===== src/rtl/core/wifi_ie_parser_top_defines.svh =====
// Assertion macros for the information element parser.
`ifndef WIFI_IE_PARSER_TOP_DEFINES_SVH
`define WIFI_IE_PARSER_TOP_DEFINES_SVH

`ifndef SYNTHESIS
// Same-cycle implication, disabled while reset is asserted.
`define WIP_ASSERT_IMP(lbl, clk, rstn, ante, cons) \
    lbl: assert property (@(posedge clk) disable iff (!(rstn)) (ante) |-> (cons)) \
        else $error("wip assertion failed");
// Next-cycle implication, disabled while reset is asserted.
`define WIP_ASSERT_NXT(lbl, clk, rstn, ante, cons) \
    lbl: assert property (@(posedge clk) disable iff (!(rstn)) (ante) |=> (cons)) \
        else $error("wip assertion failed");
`else
`define WIP_ASSERT_IMP(lbl, clk, rstn, ante, cons)
`define WIP_ASSERT_NXT(lbl, clk, rstn, ante, cons)
`endif

`endif


===== src/rtl/core/wip_pkg.sv =====
// Types, constants and the rate table of the information element parser.
package wip_pkg;

    localparam int SSID_MAX   = 32;
    localparam int SSID_CNT_W = 6;

    localparam logic [7:0] ELEM_ID_SSID  = 8'd0;
    localparam logic [7:0] ELEM_ID_RATES = 8'd1;
    localparam logic [7:0] ELEM_ID_RSN   = 8'd48;
    localparam logic [7:0] RSN_LEN_MIN   = 8'd14;
    localparam logic [1:0] SEL_LAST      = 2'd3;   // last octet of a 4-octet selector

    // parse phases
    localparam logic [3:0] PH_TYPE  = 4'd0;
    localparam logic [3:0] PH_LEN   = 4'd1;
    localparam logic [3:0] PH_SSID  = 4'd2;
    localparam logic [3:0] PH_RATES = 4'd3;
    localparam logic [3:0] PH_SKIP  = 4'd4;
    localparam logic [3:0] PH_VER   = 4'd5;
    localparam logic [3:0] PH_GROUP = 4'd6;
    localparam logic [3:0] PH_PCNT  = 4'd7;
    localparam logic [3:0] PH_PAIR  = 4'd8;
    localparam logic [3:0] PH_ACNT  = 4'd9;
    localparam logic [3:0] PH_AKM   = 4'd10;

    // result kinds
    localparam logic [2:0] KIND_SSID  = 3'd0;
    localparam logic [2:0] KIND_RATE  = 3'd1;
    localparam logic [2:0] KIND_GROUP = 3'd2;
    localparam logic [2:0] KIND_PAIR  = 3'd3;
    localparam logic [2:0] KIND_AKM   = 3'd4;
    localparam logic [2:0] KIND_DONE  = 3'd5;
    localparam logic [2:0] KIND_ERROR = 3'd6;

    typedef struct packed {
        logic [2:0]  kind;
        logic [7:0]  ssid_byte;
        logic [5:0]  rate_whole;
        logic [3:0]  rate_tenths;
        logic        basic_rate;
        logic [31:0] suite_word;
        logic        end_of_run;
    } t_result;

    typedef struct packed {
        logic [5:0] whole;
        logic [3:0] tenths;
    } t_rate;

    function automatic t_rate rate_lookup(input logic [6:0] code);
        t_rate r;
        r.tenths = 4'd0;
        case (code)
            7'd2:    r.whole = 6'd1;
            7'd4:    r.whole = 6'd2;
            7'd11: begin
                r.whole  = 6'd5;
                r.tenths = 4'd5;
            end
            7'd12:   r.whole = 6'd6;
            7'd18:   r.whole = 6'd9;
            7'd22:   r.whole = 6'd11;
            7'd24:   r.whole = 6'd12;
            7'd36:   r.whole = 6'd18;
            7'd44:   r.whole = 6'd22;
            7'd48:   r.whole = 6'd24;
            7'd66:   r.whole = 6'd33;
            7'd72:   r.whole = 6'd36;
            7'd96:   r.whole = 6'd48;
            7'd108:  r.whole = 6'd54;
            default: r.whole = 6'd0;
        endcase
        return r;
    endfunction

endpackage


===== src/rtl/core/wip_if.sv =====
// Valid/ready stream interfaces for the parser's byte input and result output.
interface wip_in_if;
    logic        valid;
    logic        ready;
    logic [7:0]  data_byte;
    logic [15:0] bytes_left;

    modport source (output valid, output data_byte, output bytes_left, input ready);
    modport sink   (input valid, input data_byte, input bytes_left, output ready);
endinterface

interface wip_out_if;
    logic        valid;
    logic        ready;
    logic [2:0]  kind;
    logic [7:0]  ssid_byte;
    logic [5:0]  rate_whole;
    logic [3:0]  rate_tenths;
    logic        basic_rate;
    logic [31:0] suite_word;
    logic        end_of_run;

    modport source (output valid, output kind, output ssid_byte, output rate_whole,
                    output rate_tenths, output basic_rate, output suite_word,
                    output end_of_run, input ready);
    modport sink   (input valid, input kind, input ssid_byte, input rate_whole,
                    input rate_tenths, input basic_rate, input suite_word,
                    input end_of_run, output ready);
endinterface


===== src/rtl/core/wifi_ie_parser_top.sv =====
// Top level of the 802.11 information element parser.
//
// Takes one buffer byte per transaction on i_in, with the count of bytes that
// follow it (zero marks the last byte of the frame), walks the type-length-value
// headers and posts results on o_out: SSID octets (at most SSID_MAX per element),
// decoded supported rates, RSN group/pairwise/AKM suites, an error on a bad RSN
// length or count, and a done result closing every frame, after which the parser
// is back in its reset state. A byte is taken every cycle while i_in.ready is high: each
// accepted byte is decoded in the same cycle into at most two results, which land in
// a 4-entry result queue; results leave one per cycle while o_out.ready is high, so a
// last byte may queue both its result and the done. i_in.ready is high while the queue
// holds two or fewer results. Results are registered in the queue.
// There is no clearing pass; the parser is usable straight after reset.
module wifi_ie_parser_top (
    input  logic      i_clk,
    input  logic      i_rst_n,
    wip_in_if.sink    i_in,
    wip_out_if.source o_out
);
    import wip_pkg::*;

    `include "wifi_ie_parser_top_defines.svh"

    // parser state
    logic [3:0]            r_phase, n_phase;
    logic [7:0]            r_type, n_type;
    logic [7:0]            r_el, n_el;           // octets left in element
    logic [1:0]            r_pos, n_pos;         // octet position in RSN field
    logic [15:0]           r_suites, n_suites;
    logic [7:0]            r_cnt_lo, n_cnt_lo;
    logic [31:0]           r_shift, n_shift;
    logic [SSID_CNT_W-1:0] r_ssid, n_ssid;
    logic                  r_stopped, n_stopped;

    // result queue
    t_result    r_fifo [4];
    logic [1:0] r_wr_ptr, r_rd_ptr;
    logic [2:0] r_count;

    logic       acc, pop;
    logic [7:0] b;
    logic [15:0] left;
    logic [7:0] el_dec;
    logic [15:0] cnt;
    logic [31:0] shift_new;
    logic       a_vld, done, body_fail, is_body;
    t_result    a_res, done_res, res0, res1;
    t_rate      rate;
    logic [2:0] n_push;

    assign acc  = i_in.valid && i_in.ready;
    assign pop  = o_out.valid && o_out.ready;
    assign b    = i_in.data_byte;
    assign left = i_in.bytes_left;
    assign el_dec    = r_el - 8'd1;
    assign cnt       = {b, r_cnt_lo};
    assign shift_new = {r_shift[23:0], b};
    assign rate      = rate_lookup(b[6:0]);
    assign is_body   = (r_phase >= PH_SSID) && (r_phase <= PH_AKM);

    always_comb begin
        n_phase   = r_phase;
        n_type    = r_type;
        n_el      = r_el;
        n_pos     = r_pos;
        n_suites  = r_suites;
        n_cnt_lo  = r_cnt_lo;
        n_shift   = r_shift;
        n_ssid    = r_ssid;
        n_stopped = r_stopped;
        a_vld     = 1'b0;
        a_res     = '0;
        done      = 1'b0;
        body_fail = 1'b0;

        if (acc) begin
            if (!r_stopped) begin
                if (is_body) begin
                    n_el = el_dec;
                end
                case (r_phase)
                    PH_TYPE: begin
                        n_type = b;
                        if (left == 16'd0) begin
                            n_stopped = 1'b1;
                        end else begin
                            n_phase = PH_LEN;
                        end
                    end
                    PH_LEN: begin
                        n_el = b;
                        if ({8'd0, b} > left) begin
                            n_stopped = 1'b1;
                        end else if (r_type == ELEM_ID_RSN && b < RSN_LEN_MIN) begin
                            a_vld      = 1'b1;
                            a_res.kind = KIND_ERROR;
                            n_stopped  = 1'b1;
                        end else begin
                            n_ssid  = '0;
                            n_pos   = 2'd0;
                            n_shift = 32'd0;
                            if (b == 8'd0) begin
                                n_phase = PH_TYPE;
                            end else if (r_type == ELEM_ID_SSID) begin
                                n_phase = PH_SSID;
                            end else if (r_type == ELEM_ID_RATES) begin
                                n_phase = PH_RATES;
                            end else if (r_type == ELEM_ID_RSN) begin
                                n_phase = PH_VER;
                            end else begin
                                n_phase = PH_SKIP;
                            end
                        end
                    end
                    PH_SSID: begin
                        if (r_ssid < SSID_CNT_W'(SSID_MAX)) begin
                            a_vld           = 1'b1;
                            a_res.kind      = KIND_SSID;
                            a_res.ssid_byte = b;
                            n_ssid          = r_ssid + 1'b1;
                        end
                    end
                    PH_RATES: begin
                        a_vld             = 1'b1;
                        a_res.kind        = KIND_RATE;
                        a_res.rate_whole  = rate.whole;
                        a_res.rate_tenths = rate.tenths;
                        a_res.basic_rate  = b[7];
                    end
                    PH_SKIP: begin
                    end
                    PH_VER: begin
                        if (r_pos == 2'd1) begin
                            n_pos   = 2'd0;
                            n_phase = PH_GROUP;
                        end else begin
                            n_pos = r_pos + 2'd1;
                        end
                    end
                    PH_GROUP, PH_PAIR, PH_AKM: begin
                        if (r_pos == SEL_LAST) begin
                            n_pos            = 2'd0;
                            n_shift          = 32'd0;
                            a_vld            = 1'b1;
                            a_res.suite_word = shift_new;
                            if (r_phase == PH_GROUP) begin
                                a_res.kind = KIND_GROUP;
                                n_phase    = PH_PCNT;
                            end else begin
                                a_res.kind = (r_phase == PH_PAIR) ? KIND_PAIR : KIND_AKM;
                                n_suites   = r_suites - 16'd1;
                                if (r_suites == 16'd1) begin
                                    n_phase = (r_phase == PH_PAIR) ? PH_ACNT : PH_SKIP;
                                end
                            end
                        end else begin
                            n_shift = shift_new;
                            n_pos   = r_pos + 2'd1;
                        end
                    end
                    PH_PCNT, PH_ACNT: begin
                        if (r_pos == 2'd0) begin
                            n_cnt_lo = b;
                            n_pos    = 2'd1;
                        end else begin
                            n_pos = 2'd0;
                            // pairwise list plus the AKM count, or the AKM list, must fit what is left
                            if ((r_phase == PH_PCNT &&
                                 ({cnt, 2'b00} + 18'd2) > {10'd0, el_dec}) ||
                                (r_phase == PH_ACNT && {cnt, 2'b00} > {10'd0, el_dec}))
                            begin
                                body_fail  = 1'b1;
                                a_vld      = 1'b1;
                                a_res.kind = KIND_ERROR;
                                n_stopped  = 1'b1;
                            end else begin
                                n_suites = cnt;
                                if (r_phase == PH_PCNT) begin
                                    n_phase = (cnt != 16'd0) ? PH_PAIR : PH_ACNT;
                                end else begin
                                    n_phase = (cnt != 16'd0) ? PH_AKM : PH_SKIP;
                                end
                            end
                        end
                    end
                    default: begin
                        n_phase = PH_TYPE;
                    end
                endcase
                if (is_body && !body_fail && el_dec == 8'd0) begin
                    n_phase = PH_TYPE;
                end
            end

            // last byte of the frame: done, then back to reset state
            if (left == 16'd0) begin
                done      = 1'b1;
                n_phase   = PH_TYPE;
                n_type    = 8'd0;
                n_el      = 8'd0;
                n_pos     = 2'd0;
                n_suites  = 16'd0;
                n_cnt_lo  = 8'd0;
                n_shift   = 32'd0;
                n_ssid    = '0;
                n_stopped = 1'b0;
            end
        end
    end

    // order the results of this byte; the last one carries end_of_run
    always_comb begin
        done_res      = '0;
        done_res.kind = KIND_DONE;
        done_res.end_of_run = 1'b1;
        res1 = done_res;
        res0 = a_vld ? a_res : done_res;
        res0.end_of_run = !(a_vld && done);
        n_push = {2'd0, a_vld} + {2'd0, done};
    end

    always_ff @(posedge i_clk) begin
        if (!i_rst_n) begin
            r_phase   <= PH_TYPE;
            r_type    <= 8'd0;
            r_el      <= 8'd0;
            r_pos     <= 2'd0;
            r_suites  <= 16'd0;
            r_cnt_lo  <= 8'd0;
            r_shift   <= 32'd0;
            r_ssid    <= '0;
            r_stopped <= 1'b0;
            r_wr_ptr  <= 2'd0;
            r_rd_ptr  <= 2'd0;
            r_count   <= 3'd0;
        end else begin
            r_phase   <= n_phase;
            r_type    <= n_type;
            r_el      <= n_el;
            r_pos     <= n_pos;
            r_suites  <= n_suites;
            r_cnt_lo  <= n_cnt_lo;
            r_shift   <= n_shift;
            r_ssid    <= n_ssid;
            r_stopped <= n_stopped;
            r_wr_ptr  <= r_wr_ptr + n_push[1:0];
            r_rd_ptr  <= r_rd_ptr + {1'b0, pop};
            r_count   <= r_count + n_push - {2'd0, pop};
        end
    end

    // queue payload, no reset
    always_ff @(posedge i_clk) begin
        if (n_push != 3'd0) begin
            r_fifo[r_wr_ptr] <= res0;
        end
        if (n_push == 3'd2) begin
            r_fifo[r_wr_ptr + 2'd1] <= res1;
        end
    end

    assign i_in.ready        = (r_count <= 3'd2);
    assign o_out.valid       = (r_count != 3'd0);
    assign o_out.kind        = r_fifo[r_rd_ptr].kind;
    assign o_out.ssid_byte   = r_fifo[r_rd_ptr].ssid_byte;
    assign o_out.rate_whole  = r_fifo[r_rd_ptr].rate_whole;
    assign o_out.rate_tenths = r_fifo[r_rd_ptr].rate_tenths;
    assign o_out.basic_rate  = r_fifo[r_rd_ptr].basic_rate;
    assign o_out.suite_word  = r_fifo[r_rd_ptr].suite_word;
    assign o_out.end_of_run  = r_fifo[r_rd_ptr].end_of_run;

    // queue never overfills
    `WIP_ASSERT_IMP(a_count_max, i_clk, i_rst_n, 1'b1, r_count <= 3'd4)
    // a last byte always leaves the parser in its reset state
    `WIP_ASSERT_NXT(a_frame_restart, i_clk, i_rst_n, acc && left == 16'd0,
                    r_phase == PH_TYPE && !r_stopped && r_ssid == '0)
    // SSID octet count bounded by the element limit
    `WIP_ASSERT_IMP(a_ssid_bound, i_clk, i_rst_n, 1'b1, r_ssid <= SSID_CNT_W'(SSID_MAX))
    // a pop with nothing pushed shrinks the queue by one
    `WIP_ASSERT_NXT(a_pop_only, i_clk, i_rst_n, pop && !acc,
                    r_count == $past(r_count) - 3'd1)

endmodule


===== src/flat_wrapper.sv =====
// flat-port wrapper written by rule: the top's interface ports become plain ports
module wifi_ie_parser_top_flat import wip_pkg::*;
  (i_clk, i_rst_n, i_in_valid, i_in_data_byte, i_in_bytes_left, i_in_ready, o_out_valid, o_out_kind, o_out_ssid_byte, o_out_rate_whole, o_out_rate_tenths, o_out_basic_rate, o_out_suite_word, o_out_end_of_run, o_out_ready);
  wip_in_if i_in_i ();
  wip_out_if o_out_i ();
  input  logic i_clk;
  input  logic i_rst_n;
  input wire logic [$bits(i_in_i.valid)-1:0] i_in_valid;
  input wire logic [$bits(i_in_i.data_byte)-1:0] i_in_data_byte;
  input wire logic [$bits(i_in_i.bytes_left)-1:0] i_in_bytes_left;
  output wire logic [$bits(i_in_i.ready)-1:0] i_in_ready;
  output wire logic [$bits(o_out_i.valid)-1:0] o_out_valid;
  output wire logic [$bits(o_out_i.kind)-1:0] o_out_kind;
  output wire logic [$bits(o_out_i.ssid_byte)-1:0] o_out_ssid_byte;
  output wire logic [$bits(o_out_i.rate_whole)-1:0] o_out_rate_whole;
  output wire logic [$bits(o_out_i.rate_tenths)-1:0] o_out_rate_tenths;
  output wire logic [$bits(o_out_i.basic_rate)-1:0] o_out_basic_rate;
  output wire logic [$bits(o_out_i.suite_word)-1:0] o_out_suite_word;
  output wire logic [$bits(o_out_i.end_of_run)-1:0] o_out_end_of_run;
  input wire logic [$bits(o_out_i.ready)-1:0] o_out_ready;
  assign i_in_i.valid = i_in_valid;
  assign i_in_i.data_byte = i_in_data_byte;
  assign i_in_i.bytes_left = i_in_bytes_left;
  assign i_in_ready = i_in_i.ready;
  assign o_out_valid = o_out_i.valid;
  assign o_out_kind = o_out_i.kind;
  assign o_out_ssid_byte = o_out_i.ssid_byte;
  assign o_out_rate_whole = o_out_i.rate_whole;
  assign o_out_rate_tenths = o_out_i.rate_tenths;
  assign o_out_basic_rate = o_out_i.basic_rate;
  assign o_out_suite_word = o_out_i.suite_word;
  assign o_out_end_of_run = o_out_i.end_of_run;
  assign o_out_i.ready = o_out_ready;
  wifi_ie_parser_top u_core (.i_clk(i_clk), .i_rst_n(i_rst_n), .i_in(i_in_i), .o_out(o_out_i));
endmodule

===== config.mk =====
export PLATFORM = sky130hd
export DESIGN_NAME = wifi_ie_parser_top_flat
export DESIGN_NICKNAME = d
export VERILOG_FILES = /design/src/rtl/core/wip_pkg.sv /design/src/rtl/core/wip_if.sv /design/src/rtl/core/wifi_ie_parser_top.sv /design/src/flat_wrapper.sv
export VERILOG_INCLUDE_DIRS = /design/src /design/src/rtl/core
export SDC_FILE = /design/constraint.sdc
export NUM_CORES = 1
export LEC_CHECK = 0
export ABC_AREA = 1
export BUFFER_PORTS_ARGS = -buffer_cell sky130_fd_sc_hd__buf_2
export CELL_PAD_IN_SITES_DETAIL_PLACEMENT = 1
export CELL_PAD_IN_SITES_GLOBAL_PLACEMENT = 1
export CORE_ASPECT_RATIO = 1.2
export CORE_UTILIZATION = 40
export DETAILED_ROUTE_END_ITERATION = 12
export GPL_TIMING_DRIVEN = 0
export HOLD_SLACK_MARGIN = 0.05
export PLACE_DENSITY_LB_ADDON = 0.1
export SLEW_MARGIN = 20
export SYNTH_ARGS = -nofsm -noshare
export SYNTH_HDL_FRONTEND = slang
export SYNTH_SLANG_ARGS = --single-unit

===== constraint.sdc =====
create_clock -name i_clk -period 4.08 [get_ports i_clk]
set_input_delay 0.408 -clock i_clk [delete_from_list [all_inputs] [get_ports i_clk]]
set_output_delay 0.408 -clock i_clk [all_outputs]
set_load 0.03 [all_outputs]

* After elaboration in Yosys (flattened, before gate mapping) *
Memory sizes are Yosys's and may differ from the RTL's. A register that Yosys moved wholly into a read port is not among the register bits.
Index checks and enable logic that the tools add are counted.
Widths: inputs -> output; s select.

word-level totals
  register bits after elaboration = 84
  bits in writable memories = 220
  input bits = 28
  output and inout port bits = 57
  word-level logic and storage cells = 217
  memories = 1

cells by class
  $add $sub $neg = 11
  $lt $le $gt $ge = 8
  equality and inequality tests = 46
  muxes and demuxes = 99
  reduce and logical (&&, ||, !) cells = 40

memories
  name           words  bits a word  read ports  clocked after Yosys merged registers in  write ports  RTL line                  RTL
  u_core.r_fifo  4      55           1           1                                        2            wifi_ie_parser_top.sv:36  t_result r_fifo [4];

operators with widths
  operator               count
  $mux 24                5
  $mux 54                2
  $mux 8                 13
  $mux 16                6
  $pmux 6 s14            1
  $mux 32                2
  $mux 4                 16
  $mux 55                1
  $pmux 24 s2            1
  $gt 18x8->1            2
  $pmux 16 s2            1
  $mux 6                 5
  $eq 7x7->1 const B     4
  $mux 3                 9
  $logic_not 8->1        3
  $pmux 4 s6             1
  $mux 1                 23
  $eq 7x5->1 const B     3
  $eq 7x6->1 const B     3
  $add 18x2->18 const B  1
  $reduce_bool 3->1      6
  $eq 16x1->1 const B    1
  $eq 4x3->1 const B     4
  $gt 8x16->1            1
  55 further kinds       90

* Longest topological paths before layout *
Gate-level depths: netlist of the first run.

  depth after elaboration = 15
  gate-level depth with buffers = 26

* Worst setup path after synthesis of the first run *
Ideal clock, no wire load.

  path kind = reg2reg
  start point = reg u_core.r_el[0]
  end point = mem u_core.r_fifo[1][1] (netlist name)
  arrival time = 3682 ps
  required time = 3947 ps
  setup slack = 266 ps
  stages on the path, launching flop included = 23
  buffers on the path = 2
  cell sequence = dfxtp_1 > inv_2 > ha_1 > nand4_1 > xor2_1 > inv_1 > ha_1 > inv_1 > nor2_1 > nand2_1 > nor2_2 > nand2_1 > nand2_1 > nand2_1 > nand2_2 > nand2_4 > a21oi_4 > inv_1 > ha_1 > nor3_1 > clkbuf_1 > clkbuf_1 > a21oi_1

RTL lines
  what                    RTL line                   RTL
  start, declared         wifi_ie_parser_top.sv:27   logic [7:0] r_el, n_el;
  start signal, assigned  wifi_ie_parser_top.sv:239  r_el <= n_el;
  end, declared           wifi_ie_parser_top.sv:36

==> summary.txt, run 1 <==
Outcome
  – Outcome: finished, final reports clean

Synthesis
  – Warnings, synthesis: 0
  – Synth area leaders: dfxtp_1 42%, o21ai_0 9.3%, a21oi_1 9.0%
  – Commonest cells in the netlist: 334 x nand2_1, 292 x dfxtp_1, 261 x o21ai_0
  – FFs w/ async S/R, synth: 0%
  – Mapped Area: ~14000 um2
  – Top cell type's share of synthesized area: about two fifths
  – Syn avg cell area: slightly above 7 um2
  – Post-synthesis cell type count: 50
  – Cell type with the highest aggregate area in the netlist: dfxtp_1
  – Post-synth EDFFs: 0
  – Count leader, synth: nand2_1
  – #FFs+latches synth: between 200 and 300
  – Primary FF master, synth: dfxtp_1
  – Post-synthesis cell count: ~2.0k
  – Sequential fraction of the synthesis area: a little over two fifths

Route
  – DRC errors left: 0
  – Vias: about 15k
  – 1st-pass router iterations: 5
  – Remaining antenna violation count: 0
  – Drt total wl: around 55000 um
  – DR WL/cell: roughly 21 um
  – Vias per inst: roughly 5.6
  – DRT iter0 DRCs: approximately 1.0k

Power and ir drop
  – Gate power share: 43.0%
  – Peak VDD IR: between 0.5 and 0.6 mV
  – Power per cell area: a little under 700 nW/um2
  – Clk pwr share: between 20% and 30%
  – Sw Ratio: 43.2%
  – P_leak: ~6.6 nW
  – Int Pwr: about 6.5 mW
  – Reg power frac: between 30% and 40%
  – Psw: 4.92 mW
  – Pwr Total: 11.4 mW

STA
  – Pins Over Slew Limit: 0
  – Slew @ Worst Pin: around 1200 ps
  – Slew headroom: 17.7%
  – Final hold slack: between 150 and 200 ps
  – Tcrit/Tclk final: between 90% and 100%
  – Final Hold Violating Endpoints: 0
  – Fmax: between 200 and 300 MHz
  – Min Tclk post-route: 3910 ps
  – Setup TNS: 0 ps
  – Post-route clock skew: between 15 and 20 ps
  – Final setup fails: 0
  – Post-route setup slack: roughly 170 ps

Setup path
  – Element type at the critical path end: flip-flop
  – Arrival time worst endpoint: between 4000 and 5000 ps
  – Required time of the critical path: 4540 ps
  – Worst-path fanout max: 10
  – CP Class: flip-flop to flip-flop
  – Worst setup SP type: flip-flop

Global routing
  – Vias in the first global route: between 10k and 15k
  – Initial antenna violation count: 0
  – Maximum number of pins on one net before global-route repair: 16
  – Total grt overflow: 0
  – Total routing usage reported by global routing: 30.4%
  – First-pass GRT wire length: around 84000 um

Finish
  – Fin nets: ~2.2k
  – Filler cell count: around 4.4k
  – Ant diodes: 0
  – Area grow syn2layout: 16.9%
  – Share of post-route cells with drive strength above 1: 13.7%

Floorplan
  – Die Span X: 173 um
  – Num rows: between 70 and 80
  – Die Footprint: ~36000 um2
  – Ports: between 80 and 90
  – Initial Utilization: between 40% and 50%
  – Height of the chip: between 200 and 250 um
  – Area of the core: around 34000 um2

Clock network
  – CTS H-Tree Depth: 1
  – Clk buf depth: 3
  – CTS Sinks: slightly below 300
  – Hold_buf cts: 0
  – Clock transition at path regs: approximately 60 ps
  – Num CTS Buffers: 31
  – Clk_lat worst skew: about 590 ps
  – Clk root buf: clkbuf_16
  – CTS tree: built

Hold path
  – Worst min-delay path class: primary input to flip-flop

Placement
  – Hpwl dp: 40400 um
  – Setup WS pre-CTS: -1300 ps
  – IO Port Bufs: 82
  – Gpl congestion: around 0.9

Run
  – Max Cap Violations: 0
==> power by group through the flow <==
stage	registers [mW]	clock network, mW	logic (mW)
after detailed placement	3.52	0	4.74
after CTS	3.47	3.05	4.78
after floorplan	3.45	0	3.32
after global routing	3.51	3.18	5.36
final	3.48	3.02	4.90
after global placement	3.51	0	4.64
==> cell usage in the layout, fill, tap and decap left out, types with 12 or more instances in the layout <==
| cell type | count |
|---|---|
| buf_2 | 89 |
| clkbuf_2 | 31 |
| buf_4 | 13 |
| o22ai_1 | 54 |
| a21oi_1 | 251 |
| nor3_1 | 24 |
| clkbuf_1 | 78 |
| inv_2 | 19 |
| inv_1 | 104 |
| ha_1 | 26 |
| dfxtp_1 | 290 |
| clkbuf_16 | 31 |
| nand2_2 | 12 |
| nand2_1 | 329 |
| a211oi_1 | 15 |
| nand4_1 | 30 |
| o21ai_0 | 260 |
| nand3_1 | 79 |
| nor2_1 | 234 |
==> final timing paths <==
path / end / depth (start not counted) / slack (ps) / from
setup reg to reg: u_core.r_fifo[2][53] / 22 / 170 / u_core.r_el[2]
setup / recovery: u_core.r_fifo[2][53] / 22 / 170 / u_core.r_el[2]
hold reg to reg: u_core.r_fifo[3][6] / 2 / 460 / u_core.r_fifo[3][6]
hold / removal: u_core.r_el[0] / 3 / 170 / i_rst_n
==> critical path, cell delays in order (launching register included) <==
cell	delay, ps
dfxtp_1	390
nor2_1	60
nand2_1	170
xor2_1	420
ha_1	210
nand3_1	130
nor3_2	180
nand2_1	80
nor2_2	150
nand2_1	60
nand2_1	60
nand2_1	60
nand2_2	90
nand2_4	90
a21oi_4	200
ha_4	200
nand2_1	150
nor2_4	270
inv_1	100
clkbuf_2	230
clkbuf_2	260
o21ai_0	180
a21oi_2	50
==> final cells by class <==
| cell class | instances | area (um2) | area share [%] |
|---|---|---|---|
| timing repair buffer | 88 | 468 | 2.86 |
| clock buffer | 47 | 916 | 5.59 |
| buffer | 131 | 626 | 3.82 |
| tap | 456 | 571 | 3.48 |
| multi-input combinational | 1431 | 7290 | 44.6 |
| sequential | 292 | 5850 | 35.7 |
| clock inverter | 10 | 159 | 0.971 |
| inverter | 129 | 490 | 3.00 |
==> repair_timing <==
action,in CTS,in global routing
pin swaps,3,9
cloned,0,0
hold endpoints to repair,0,0
gates resized for setup,67,49
setup buffers,3,3
setup endpoints to repair,210,208
==> state kept, by name (all words and copies together), names as in the netlist, 3 cells and up <==
name / count
u_core.r_count: 3
u_core.r_fifo: 208
u_core.r_type: 8
u_core.r_ssid: 6
u_core.r_cnt_lo: 8
u_core.r_shift: 24
u_core.r_phase: 4
u_core.r_el: 8
u_core.r_suites: 16
==> stage by stage <==
step / util, % / cell area, um2 / std cells
after detailed placement: 43.8 / 15000 / 2521
after CTS: 47.5 / 16300 / 2581
after global placement: 43.8 / 15000 / 2521
after floorplan: - / 14000 / 1983
after global routing: 47.8 / 16400 / 2584
final: 47.8 / 16400 / 2584
==> layer usage <==
layer	track usage [%]	part of all wire, %	vias to the layer above
li1	-	-	6958
met1	36.3	42	7145
met2	54.8	50	360
met3	3.35	3.9	107
met4	14.4	4.1	0
met5	0	0	-
==> logic make-up (layout without fill, tap and decap cells) <==
group | after synthesis | in the layout | share of synthesized area, %
XOR/XNOR | 12 | 12 | 0.751
adder cells (fa/ha/maj) | 31 | 31 | 2.82
flip-flops | 292 | 292 | 41.7
buffers and inverters | 260 | 405 | 7.34
other | 1 | 2 | 0.0268
AND/OR/NAND/NOR | 762 | 762 | 23.4
AO/OA/AOI/OAI | 624 | 624 | 23.9
Power figures use the tool's default switching activity.
==> inputs of run 2 (changes only) <==
--- a/config.mk
+++ b/config.mk
@@ -6,12 +6,11 @@
 export SDC_FILE = /design/constraint.sdc
 export NUM_CORES = 1
 export LEC_CHECK = 0
-export ABC_AREA = 1
 export BUFFER_PORTS_ARGS = -buffer_cell sky130_fd_sc_hd__buf_2
 export CELL_PAD_IN_SITES_DETAIL_PLACEMENT = 1
 export CELL_PAD_IN_SITES_GLOBAL_PLACEMENT = 1
 export CORE_ASPECT_RATIO = 1.2
-export CORE_UTILIZATION = 40
+export CORE_UTILIZATION = 42
 export DETAILED_ROUTE_END_ITERATION = 12
 export GPL_TIMING_DRIVEN = 0
 export HOLD_SLACK_MARGIN = 0.05
==> run 2 against run 1 <==
Critical endpoint is now u_core.r_count[2]. The flow now finishes with violations (negative setup slack). Die area fell by 4.8%. Utilization rose by 3.6 points. Count of clock-buffer cells in the layout fell by 6.
==> summary.txt, run 2 <==
Outcome
  – Outcome: finished with violations
  – Failing checks: negative setup slack

Clock network
  – Clk_lat worst skew: 580 ps (about the same)
  – Hold_buf cts: 0 (unchanged)
  – CTS H-Tree Depth: 1 (unchanged)
  – Clk buf depth: 3 (unchanged)
  – CTS Sinks: 292 (unchanged)
  – CTS tree: built
  – Num CTS Buffers: 31 (unchanged)
  – Clock transition at path regs: 60 ps (about the same)
  – Clk root buf: clkbuf_16

Synthesis
  – Post-synthesis cell type count: 71 (+42%)
  – Cell type with the highest aggregate area in the netlist: dfxtp_1
  – Primary FF master, synth: dfxtp_1
  – Mapped Area: 14000 um2 (about the same)
  – #FFs+latches synth: 292 (unchanged)
  – Synth area leaders: dfxtp_1 42%, mux4_2 8.4%, a21oi_1 5.5%
  – Commonest cells in the netlist: 292 x dfxtp_1, 195 x nand2_1, 154 x a21oi_1
  – Warnings, synthesis: 0 (unchanged)
  – Syn avg cell area: 8.89 um2 (+26%)
  – Post-synth EDFFs: 0 (unchanged)
  – Post-synthesis cell count: 1574 (-21%)
  – Sequential fraction of the synthesis area: 41.8% (about the same)
  – Top cell type's share of synthesized area: 41.8% (about the same)
  – FFs w/ async S/R, synth: 0% (unchanged)
  – Count leader, synth: dfxtp_1

Floorplan
  – Height of the chip: 202 um (-2.4%)
  – Num rows: 72 (-2.7%)
  – Die Span X: 169 um (-2.4%)
  – Initial Utilization: 43.0% (+2.2 points)
  – Die Footprint: 34100 um2 (-4.8%)
  – Area of the core: 32500 um2 (-5.1%)
  – Ports: 85 (unchanged)

Placement
  – Hpwl dp: 36200 um (-10%)
  – Inst Count DP: 2100 (-17%)
  – Dpl cell area: 15000 um2 (about the same)
  – Gpl congestion: 0.912 (+0.23%)
  – IO Port Bufs: 81 (-1.2%)
  – Setup WS pre-CTS: -1370 ps (-70.0 ps)

Finish
  – Commonest non-fill, non-tap cell in the layout: dfxtp_1
  – Fin nets: 1771 (-18%)
  – Final instance area: 16700 um2 (+2.2%)
  – Commonest cells after routing, fill and taps aside: 286 x dfxtp_1, 192 x nand2_1, 147 x nand3_1, 146 x a21oi_1, 86 x buf_2
  – Ant diodes: 0 (unchanged)
  – Max FFs per register: 208 (unchanged)
  – Biggest register: u_core.r_fifo
  – Leading registers by flop count: u_core.r_fifo (208), u_core.r_shift (24), u_core.r_suites (16)
  – Share of post-route cells with drive strength above 1: 18.8% (+5.1 points)
  – Util after Layout: 51.4% (+3.6 points)
  – Area grow syn2layout: 19.5%
  – Layout Cells excl Fill: 2176 (-16%)

STA
  – Post-route setup slack: -74.9 ps (-247 ps)
  – Min Tclk post-route: 4150 ps (+247 ps)
  – Final hold slack: 292 ps (+125 ps)
  – Final setup fails: 1 (+1)
  – Setup TNS: -74.9 ps (-74.9 ps)
  – Fmax: 241 MHz (-6.0%)
  – Final Hold Violating Endpoints: 0 (unchanged)
  – Pins Over Slew Limit: 0 (unchanged)
  – Tcrit/Tclk final: 102% (+6.1 points)
  – Slew headroom: 34.1% (+16 points)
  – Unrepaired setup endpoints after global routing: yes
  – Slew @ Worst Pin: 989 ps (-234 ps)
  – Post-route clock skew: 8.43 ps (-7.82 ps)

Power and ir drop
  – Pwr Total: 7.70 mW (-32%)
  – Int Pwr: 5.29 mW (-18%)
  – Power per cell area: 460 nW/um2 (-34%)
  – Gate power share: 24.4% (-19 points)
  – Psw: 2.41 mW (-51%)
  – Peak VDD IR: 0.382 mV (-27%)
  – Reg power frac: 39.2% (+8.7 points)
  – P_leak: 6.25 nW (-5.9%)
  – Clk pwr share: 36.4% (+9.9 points)
  – Sw Ratio: 31.2% (-12 points)

Global routing
  – Initial antenna violation count: 0 (unchanged)
  – Maximum number of pins on one net before global-route repair: 15 (-1)
  – Total grt overflow: 0 (unchanged)
  – First-pass GRT wire length: 79200 um (-6.1%)
  – Total routing usage reported by global routing: 30.1% (-0.35 points)
  – Vias in the first global route: 13.6k (-8.1%)

Setup path
  – Worst-path fanout max: 4 (-6)
  – Worst setup SP type: flip-flop
  – Arrival time worst endpoint: 4630 ps (+270 ps)
  – Required time of the critical path: 4550 ps (about the same)
  – CP Class: flip-flop to flip-flop
  – Element type at the critical path end: flip-flop

Route
  – DR WL/cell: 23.6 um (+11%)
  – Remaining antenna violation count: 0 (unchanged)
  – DRT iter0 DRCs: 936 (-10%)
  – Vias per inst: 6.00 (+6.4%)
  – Drt total wl: 51500 um (-6.4%)
  – 1st-pass router iterations: 7 (+2)
  – Vias: 13.1k (-10%)
  – DRC errors left: 0 (unchanged)

Hold path
  – Worst min-delay path class: primary input to flip-flop

Run
  – Max Cap Violations: 0 (unchanged)
## run 2: final timing paths
| path | startpoint | cells past startpoint | slack (ps) | to |
|---|---|---|---|---|
| worst min register to register | u_core.r_fifo[1][54] | 2 | 440 | u_core.r_fifo[1][54] |
| worst max-delay path | u_core.r_el[4] | 19 | -70 | u_core.r_count[2] |
| worst min-delay path | i_in_data_byte[7] | 3 | 290 | u_core.r_shift[7] |
| worst max register to register | u_core.r_el[4] | 19 | -70 | u_core.r_count[2] |
## run 2: kinds of logic (layout without fill, tap and decap cells)
family                     count (synthesis)  in the layout  synth area share, %
buffers and inverters                    176            333                 4.86
other                                      1              2               0.0268
DFF                                      292            292                 41.8
and+or+nand+nor                          580            580                 19.8
xor gates and xnor gates                  22             22                 1.38
AOI/OAI and AO/OA                        411            411                 20.3
muxes                                     61             61                 9.01
adders and majority gates                 31             31                 2.82
## run 2: layout make-up
| type | count | area (um2) |
|---|---|---|
| Inverter | 36 | 139 |
| Clock buffer | 41 | 833 |
| Timing Repair Buffer | 109 | 638 |
| Multi-Input combinational cell | 1107 | 7770 |
| Clock inverter | 12 | 144 |
| Tap cell | 444 | 556 |
| Sequential cell | 292 | 5860 |
| Fill cell | 3787 | 15800 |
| Buffer | 135 | 785 |
## run 2: critical path: stages, from the launching register on
cell	delay, ps
dfxtp_4	360
nor4_4	300
nand2_1	130
xnor2_2	170
inv_1	90
ha_1	280
nor3b_4	230
o2111ai_2	170
nand2_2	170
a211oi_4	90
o21a_1	240
o211a_1	270
nor2_4	140
ha_4	170
clkinvlp_4	150
ha_4	260
fa_2	400
xor2_2	160
xnor2_1	120
and2_1	150
## run 2: power groups by stage
stage	combinational, mW	sequential, mW	clock, mW
detailed placement	1.58	3.07	0
global placement	1.55	3.06	0
floorplan	1.14	3.04	0
finish	1.88	3.02	2.81
CTS	1.71	3.01	2.83
global route	2.03	3.02	2.96
## run 2: layer usage
| layer | part of all wire (%) | vias up | GRT usage (%) |
|---|---|---|---|
| li1 | - | 6004 | - |
| met1 | 41 | 6640 | 36.6 |
| met2 | 51 | 310 | 54.2 |
| met3 | 3.8 | 104 | 3.04 |
| met4 | 3.8 | 0 | 11.7 |
| met5 | 0 | - | 0 |
## run 2: what timing repair did
| action | CTS | global route |
|---|---|---|
| setup buffers | 18 | 9 |
| pin swaps | 18 | 20 |
| endpoints found under the setup margin | 208 | 211 |
| gates cloned | 0 | 1 |
| resized for setup | 113 | 101 |
